$ cat src/sv/uf_pkg.sv
package uf_pkg;

    typedef enum logic [1:0] {
        KIND_BUS_RD  = 2'd0,
        KIND_BUS_WR  = 2'd1,
        KIND_RX_PUSH = 2'd2,
        KIND_TX_POP  = 2'd3
    } t_kind;

    typedef enum logic {
        ST_IDLE = 1'b0,
        ST_DATA = 1'b1
    } t_state;

    localparam logic [11:0] DATA_OFFSET    = 12'd0;
    localparam logic [11:0] STATUS_OFFSET  = 12'd4;
    localparam logic [7:0]  STATUS_TX_ROOM = 8'h01;
    localparam logic [7:0]  STATUS_RX_DATA = 8'h02;

    typedef struct packed {
        logic push;
        logic pop;
    } t_fifo_req;

    typedef struct packed {
        logic full;
        logic empty;
        logic empty_next;   // empty once this cycle's request has taken effect
        logic popped;
    } t_fifo_stat;

endpackage

$ cat src/sv/uf_ram.sv
module uf_ram #(
    parameter int WIDTH = 8,
    parameter int DEPTH = 16
) (
    input  logic                                  i_clk,
    input  logic                                  i_we,
    input  logic [(DEPTH > 1 ? $clog2(DEPTH) : 1)-1:0] i_waddr,
    input  logic [WIDTH-1:0]                      i_wdata,
    input  logic [(DEPTH > 1 ? $clog2(DEPTH) : 1)-1:0] i_raddr,
    output logic [WIDTH-1:0]                      o_rdata
);

    logic [WIDTH-1:0] r_mem [DEPTH];
    logic [WIDTH-1:0] r_rdata;

    always_ff @(posedge i_clk) begin
        if (i_we) begin
            r_mem[i_waddr] <= i_wdata;
        end
        r_rdata <= r_mem[i_raddr];
    end

    assign o_rdata = r_rdata;

endmodule

$ cat src/sv/uf_fifo.sv
module uf_fifo #(
    parameter int DEPTH = 16
) (
    input  logic                 i_clk,
    input  logic                 i_rst_n,
    input  uf_pkg::t_fifo_req    i_req,
    input  logic [7:0]           i_wdata,
    output uf_pkg::t_fifo_stat   o_stat,
    output logic [7:0]           o_rdata
);

    localparam int AW = (DEPTH > 1) ? $clog2(DEPTH) : 1;
    localparam int CW = $clog2(DEPTH + 1);
    localparam int SW = CW + 1;
    localparam logic [CW-1:0] DEPTH_C = CW'(DEPTH);
    localparam logic [SW-1:0] DEPTH_S = SW'(DEPTH);
    localparam logic [AW-1:0] LAST_A  = AW'(DEPTH - 1);

    logic [AW-1:0] r_head, n_head;
    logic [CW-1:0] r_count, n_count;
    logic [SW-1:0] w_tail_sum;
    logic [SW-1:0] w_tail_wrap;
    logic [AW-1:0] w_tail;
    logic          w_full, w_empty, w_push_ok, w_pop_ok;

    assign w_full    = (r_count == DEPTH_C);
    assign w_empty   = (r_count == '0);
    assign w_push_ok = i_req.push && !w_full;
    assign w_pop_ok  = i_req.pop && !w_empty;

    // tail = head + count, folded back once into the ring
    assign w_tail_sum  = SW'(r_head) + SW'(r_count);
    assign w_tail_wrap = (w_tail_sum >= DEPTH_S) ? (w_tail_sum - DEPTH_S) : w_tail_sum;
    assign w_tail      = w_tail_wrap[AW-1:0];

    always_comb begin
        n_head  = r_head;
        n_count = r_count;
        if (w_push_ok) begin
            n_count = r_count + CW'(1);
        end
        if (w_pop_ok) begin
            n_count = r_count - CW'(1);
            n_head  = (r_head == LAST_A) ? '0 : r_head + AW'(1);
        end
    end

    always_ff @(posedge i_clk) begin
        if (!i_rst_n) begin
            r_head  <= '0;
            r_count <= '0;
        end else begin
            r_head  <= n_head;
            r_count <= n_count;
        end
    end

    // read port sits on the head; data appears the cycle after a pop
    uf_ram #(
        .WIDTH (8),
        .DEPTH (DEPTH)
    ) u_ram (
        .i_clk   (i_clk),
        .i_we    (w_push_ok),
        .i_waddr (w_tail),
        .i_wdata (i_wdata),
        .i_raddr (r_head),
        .o_rdata (o_rdata)
    );

    assign o_stat.full       = w_full;
    assign o_stat.empty      = w_empty;
    assign o_stat.empty_next = (n_count == '0);
    assign o_stat.popped     = w_pop_ok;

endmodule

$ cat src/sv/uart_fifo_register_model_unit.sv
// A transfer accepted in ST_IDLE passes through ST_DATA before its result is registered
// for the master side; no new transfer is taken in ST_DATA, which waits on the FIFO RAM
// registered read of the popped byte, nor in ST_IDLE while an untaken result is held.
// Reset: i_rst_n synchronous, active low; clears both FIFO pointers and counts
// and the output valid. FIFO RAM contents are not cleared.
module uart_fifo_register_model_unit #(
    parameter int FIFO_DEPTH = 16
) (
    input  logic        i_clk,
    input  logic        i_rst_n,
    input  logic        i_s_axis_tvalid,
    output logic        o_s_axis_tready,
    // [11:0] reg_offset, [15:12] access_len, [23:16] write_byte, [31:24] rx_byte
    input  logic [31:0] i_s_axis_tdata,
    // [1:0] kind
    input  logic [1:0]  i_s_axis_tuser,
    output logic        o_m_axis_tvalid,
    input  logic        i_m_axis_tready,
    // [7:0] read_byte, [15:8] tx_byte, [16] tx_byte_valid, [17] byte_dropped,
    // [18] tx_pending, [19] rx_pending, [23:20] zero
    output logic [23:0] o_m_axis_tdata
);

    uf_pkg::t_state r_state, n_state;

    uf_pkg::t_kind      w_kind;
    logic [11:0]        w_offset;
    logic [3:0]         w_len;
    logic [7:0]         w_write_byte;
    logic [7:0]         w_rx_byte;
    logic               w_accept, w_ready, w_load, w_bus_ok;
    uf_pkg::t_fifo_req  w_rx_req, w_tx_req;
    uf_pkg::t_fifo_stat w_rx_stat, w_tx_stat;
    logic [7:0]         w_rx_rdata, w_tx_rdata;
    logic [7:0]         w_status;

    // per-item results held until the RAM data arrives
    logic       r_rx_popped, r_tx_popped, r_dropped, r_tx_pend, r_rx_pend;
    logic [7:0] r_status;

    logic       r_out_valid;
    logic [7:0] r_read_byte, r_tx_byte;
    logic       r_tx_valid, r_out_dropped, r_out_tx_pend, r_out_rx_pend;

    assign w_kind       = uf_pkg::t_kind'(i_s_axis_tuser);
    assign w_offset     = i_s_axis_tdata[11:0];
    assign w_len        = i_s_axis_tdata[15:12];
    assign w_write_byte = i_s_axis_tdata[23:16];
    assign w_rx_byte    = i_s_axis_tdata[31:24];

    assign w_accept = i_s_axis_tvalid && w_ready;
    assign w_bus_ok = (w_len != 4'd0);

    always_comb begin
        n_state = r_state;
        case (r_state)
            uf_pkg::ST_IDLE: begin
                if (w_accept) begin
                    n_state = uf_pkg::ST_DATA;
                end
            end
            uf_pkg::ST_DATA: begin
                n_state = uf_pkg::ST_IDLE;
            end
            default: begin
                n_state = uf_pkg::ST_IDLE;
            end
        endcase
    end

    always_comb begin
        w_ready = 1'b0;
        w_load  = 1'b0;
        case (r_state)
            uf_pkg::ST_IDLE: begin
                w_ready = !r_out_valid || i_m_axis_tready;
            end
            uf_pkg::ST_DATA: begin
                w_load = 1'b1;
            end
            default: begin
                w_ready = 1'b0;
            end
        endcase
    end

    always_comb begin
        w_rx_req.push = w_accept && (w_kind == uf_pkg::KIND_RX_PUSH);
        w_rx_req.pop  = w_accept && (w_kind == uf_pkg::KIND_BUS_RD) && w_bus_ok
                        && (w_offset == uf_pkg::DATA_OFFSET);
        w_tx_req.push = w_accept && (w_kind == uf_pkg::KIND_BUS_WR) && w_bus_ok
                        && (w_offset == uf_pkg::DATA_OFFSET);
        w_tx_req.pop  = w_accept && (w_kind == uf_pkg::KIND_TX_POP);
    end

    always_comb begin
        w_status = 8'h00;
        if ((w_kind == uf_pkg::KIND_BUS_RD) && w_bus_ok
                && (w_offset == uf_pkg::STATUS_OFFSET)) begin
            if (!w_tx_stat.full) begin
                w_status = w_status | uf_pkg::STATUS_TX_ROOM;
            end
            if (!w_rx_stat.empty) begin
                w_status = w_status | uf_pkg::STATUS_RX_DATA;
            end
        end
    end

    uf_fifo #(
        .DEPTH (FIFO_DEPTH)
    ) u_rx_fifo (
        .i_clk   (i_clk),
        .i_rst_n (i_rst_n),
        .i_req   (w_rx_req),
        .i_wdata (w_rx_byte),
        .o_stat  (w_rx_stat),
        .o_rdata (w_rx_rdata)
    );

    uf_fifo #(
        .DEPTH (FIFO_DEPTH)
    ) u_tx_fifo (
        .i_clk   (i_clk),
        .i_rst_n (i_rst_n),
        .i_req   (w_tx_req),
        .i_wdata (w_write_byte),
        .o_stat  (w_tx_stat),
        .o_rdata (w_tx_rdata)
    );

    always_ff @(posedge i_clk) begin
        if (!i_rst_n) begin
            r_state     <= uf_pkg::ST_IDLE;
            r_out_valid <= 1'b0;
        end else begin
            r_state <= n_state;
            if (w_load) begin
                r_out_valid <= 1'b1;
            end else if (i_m_axis_tready) begin
                r_out_valid <= 1'b0;
            end
        end
    end

    always_ff @(posedge i_clk) begin
        if (w_accept) begin
            r_rx_popped <= w_rx_stat.popped;
            r_tx_popped <= w_tx_stat.popped;
            r_dropped   <= (w_rx_req.push && w_rx_stat.full)
                           || (w_tx_req.push && w_tx_stat.full);
            r_tx_pend   <= !w_tx_stat.empty_next;
            r_rx_pend   <= !w_rx_stat.empty_next;
            r_status    <= w_status;
        end
        if (w_load) begin
            r_read_byte   <= r_rx_popped ? w_rx_rdata : r_status;
            r_tx_byte     <= r_tx_popped ? w_tx_rdata : 8'h00;
            r_tx_valid    <= r_tx_popped;
            r_out_dropped <= r_dropped;
            r_out_tx_pend <= r_tx_pend;
            r_out_rx_pend <= r_rx_pend;
        end
    end

    assign o_s_axis_tready = w_ready;
    assign o_m_axis_tvalid = r_out_valid;
    assign o_m_axis_tdata  = {4'h0, r_out_rx_pend, r_out_tx_pend, r_out_dropped,
                              r_tx_valid, r_tx_byte, r_read_byte};

endmodule

$ cat config.mk
export PLATFORM = sky130hd
export DESIGN_NAME = uart_fifo_register_model_unit
export DESIGN_NICKNAME = d
export VERILOG_FILES = /design/src/sv/uf_pkg.sv /design/src/sv/uf_ram.sv /design/src/sv/uf_fifo.sv /design/src/sv/uart_fifo_register_model_unit.sv
export SDC_FILE = /design/constraint.sdc
export NUM_CORES = 1
export LEC_CHECK = 0
export BUFFER_PORTS_ARGS = -buffer_cell sky130_fd_sc_hd__buf_4
export CORE_AREA = 2 2 163 165
export CTS_CLUSTER_DIAMETER = 100
export DETAILED_ROUTE_END_ITERATION = 16
export DIE_AREA = 0 0 165 167
export GPL_TIMING_DRIVEN = 0
export PLACE_DENSITY = 0.69
export SLEW_MARGIN = 20
export SYNTH_ARGS = -nofsm -noshare
export SYNTH_HDL_FRONTEND = slang
export SYNTH_SLANG_ARGS = --single-unit
$ cat constraint.sdc
create_clock -name i_clk -period 2.75 [get_ports i_clk]
set_clock_uncertainty 0.2 [all_clocks]
set_input_delay 0.55 -clock i_clk [delete_from_list [all_inputs] [get_ports i_clk]]
set_output_delay 0.55 -clock i_clk [all_outputs]
set_load 0.01 [all_outputs]
==> results_dict.tcl <==
set metrics [dict create \
    power_density_nw_per_um2 641 \
    max_stage_delay_ps 530 \
    finalPower_mw 9.95 \
    start_util 0.495 \
    maxSlewViolCount 0 \
    grt_util_met1 0.279 \
    cts-hold-fix-buffers 0 \
    setup_viol 1 \
    worstPathRequired_ps 2780 \
    clockRootBuffer "clkbuf_16" \
    grt_pass1_wl_mm 40.2 \
    post-route-min-period_ps 2760 \
    clk_path_buf_depth 3 \
    comb_power_share 0.029 \
    drtPass1Iterations 5 \
    drt-initial-drc-count 662 \
    run_status "complete, but fails checks" \
    groute.layer.met2.usage 0.309 \
    ios 64 \
    drive_gt1_frac 0.381 \
    holdCritPathClass "input pin to flop" \
    path_clk_slew_ps 60 \
    final_core_util 0.602 \
    critPathKind "flop to flop" \
    antenna_found_initial 0 \
    critPathCaptureType "flop" \
    crit_top_cell "nor4b_1" \
    violations "negative setup slack" \
    power.net_switching_mw 1.98 \
    fin_ws_ps -14.9 \
    cellInternalPower_mw 7.97 \
    wire_per_inst_um 22.2 \
    post-route-period-util 1.01 \
    viasPerCell 5.73 \
    p_leak_nw 5.05 \
    grt_pass1_vias 6957 \
    core_area_um2 25800 \
    grt_util_met3 0.0341 \
    synth.avg_cell_area_um2 19.0 \
    drc 0 \
    routabilityCongestion 0.796 \
    synthArstFlopShare 0 \
    grt_use_total 0.194 \
    layoutNonFillerInstCount 1170 \
    ant_nets 0 \
    synth_area_leader_cell "edfxtp_1" \
    synth_ff_type "edfxtp_1" \
    grt_overflow 0 \
    crit_chain "inv_2 > ha_1 > nor4b_1 > nor4b_1 > or4b_4 > o31a_1 > xor2_2 > o2111ai_2" \
    fill_cells 1777 \
    synth_top_area_frac 0.667 \
    worstSkewPairLatency_ps 500 \
    dp_cells 1071 \
    clock_power_share 0.436 \
    fin_nets 863 \
    cts_tree "done" \
    maxCapViolations 0 \
    row_count 59 \
    netlist_top_cells_count "283 x edfxtp_1, 80 x mux4_2, 53 x nor2_1" \
    vias 6708 \
    ys_seq_area_frac 0.723 \
    seqPwrFrac 0.535 \
    dieArea_um2 27600 \
    critical_path.slowest_cell "or4b_4" \
    slew_headroom 0.491 \
    synth_area_um2 12700 \
    fmax_mhz 362 \
    numCtsBuffers 34 \
    area_growth_pct 21.7 \
    cts_sinks 319 \
    fp.dieW_um 165 \
    dp_hpwl_mm 16.8 \
    r2r_slack_ps -10 \
    grt_max_degree 24 \
    swShare 0.199 \
    die_h_um 167 \
    ys_warn_count 0 \
    path_max_fanout 4 \
    ys_types 49 \
    synthCells 670 \
    numPortBuffers 59 \
    tightestPinTransition_ps 763 \
    setup_tns_ps -14.9 \
    htreeDepth 2 \
    num_antenna_cells 0 \
    arrival_ps 2800 \
    yosys-top-cells-area "edfxtp_1 67%, mux4_2 14%, dfxtp_1 5.7%, nor2_1 1.6%, ha_1 1.4%" \
    grt.busiest_layer "met2" \
    post-synth-top-count-cell "edfxtp_1" \
    wirelength_mm 25.9 \
    rsz0062_at_grt "true" \
    ir_drop_uv 431 \
    synth_edf_count 283 \
    worstSetupStartpointType "flop" \
    ys_ff_latch 319 \
    final-hold-violation-count 0 \
]
[power by group through the flow]
| stage | Sequential [mW] | Combinational (mW) | Clock [mW] |
|---|---|---|---|
| 2_1_floorplan | 5.43 | 0.105 | 0 |
| 3_3_place_gp | 5.43 | 0.249 | 0 |
| 3_5_place_dp | 5.43 | 0.264 | 0 |
| 4_1_cts | 5.33 | 0.278 | 4.42 |
| 5_1_grt | 5.33 | 0.311 | 4.61 |
| 6_report | 5.32 | 0.285 | 4.34 |
[cells by family after synthesis]
group	Yosys count	share of synthesized area
flops	319	0.723
xor+xnor	18	0.0124
fa+ha+maj	16	0.0169
simple gates	156	0.0701
mux	85	0.145
buf+inv	44	0.0169
compound gates	31	0.0148
other cells	1	0.000294
[layer usage]
metal	up-vias	wire (µm)
li1	2957	-
met1	3476	11300
met3	39	1580
met5	-	0
met2	236	12600
met4	0	460
[worst max-delay path: cells and delay by family (launching register included)]
kind | cells | cell delay [ps]
compound gates | 2 | 400
xor+xnor | 1 | 180
fa+ha+maj | 1 | 210
buf+inv | 1 | 60
flops | 1 | 360
simple gates | 3 | 1090
[state kept, by name, summed over array words and instances (netlist names), 2 cells and up]
| signal | flops |
|---|---|
| r_read_byte | 8 |
| r_status | 2 |
| r_tx_byte | 8 |
| u_rx_fifo.r_count | 5 |
| u_rx_fifo.r_head | 4 |
| u_rx_fifo.u_ram.o_rdata | 8 |
| u_rx_fifo.u_ram.r_mem | 128 |
| u_tx_fifo.r_count | 5 |
| u_tx_fifo.r_head | 4 |
| u_tx_fifo.u_ram.o_rdata | 8 |
| u_tx_fifo.u_ram.r_mem | 128 |
[through the flow]
stage          area, µm²  hold WS, ps  worst slack, ps
2_1_floorplan      12800          200             -139
5_1_grt            15500          153            -85.7
4_1_cts            15300          137            0.396
3_5_place_dp       13700          206             -751
6_report           15500          158            -14.9
3_3_place_gp       13700          201            -1250
[what timing repair did]
| action | 4_1_cts | 5_1_grt |
|---|---|---|
| setup buffers | 19 | 18 |
| setup endpoints to repair | 268 | 171 |
| resized for setup | 68 | 18 |
| pin swaps | 16 | 11 |
[placed cells by master, fill, tap and decap left out, types with 8 or more instances in the layout]
master     synthesis  layout
edfxtp_1         283     283
buf_4             10     100
mux4_2            80      80
clkbuf_16          0      35
dfxtp_1           36      31
nor2_4             0      28
nor2_1            53      25
clkbuf_1          14      21
nand2_1           24      18
and2_1            15      15
ha_1              14      13
a21oi_1           13      12
nand3_1           12      10
buf_12             0      10
nor4_4             5       9
buf_2              9       9
xor2_1            10       9
xnor2_1            8       8
[final cells by class]
class                           count  area [µm²]  share of cell area
Inverter                           10        37.5             0.00242
Clock inverter                     16         155              0.0100
Tap cell                          335         419              0.0270
Timing Repair Buffer              100         876              0.0565
Multi-Input combinational cell    310        3690               0.238
Buffer                             34         183              0.0118
Sequential cell                   319        9240               0.595
Clock buffer                       46         917              0.0591
[worst paths after layout]
kind | start | endpoint | cells past startpoint
worst max-delay path | u_rx_fifo.r_count[0] | r_rx_pend | 8
worst min-delay path | i_s_axis_tdata[17] | u_tx_fifo.u_ram.r_mem[3][1] | 1
worst min register to register | r_tx_pend | r_out_tx_pend | 0
worst max register to register | u_rx_fifo.r_count[0] | r_rx_pend | 8
(Power assumes the default switching activity.)
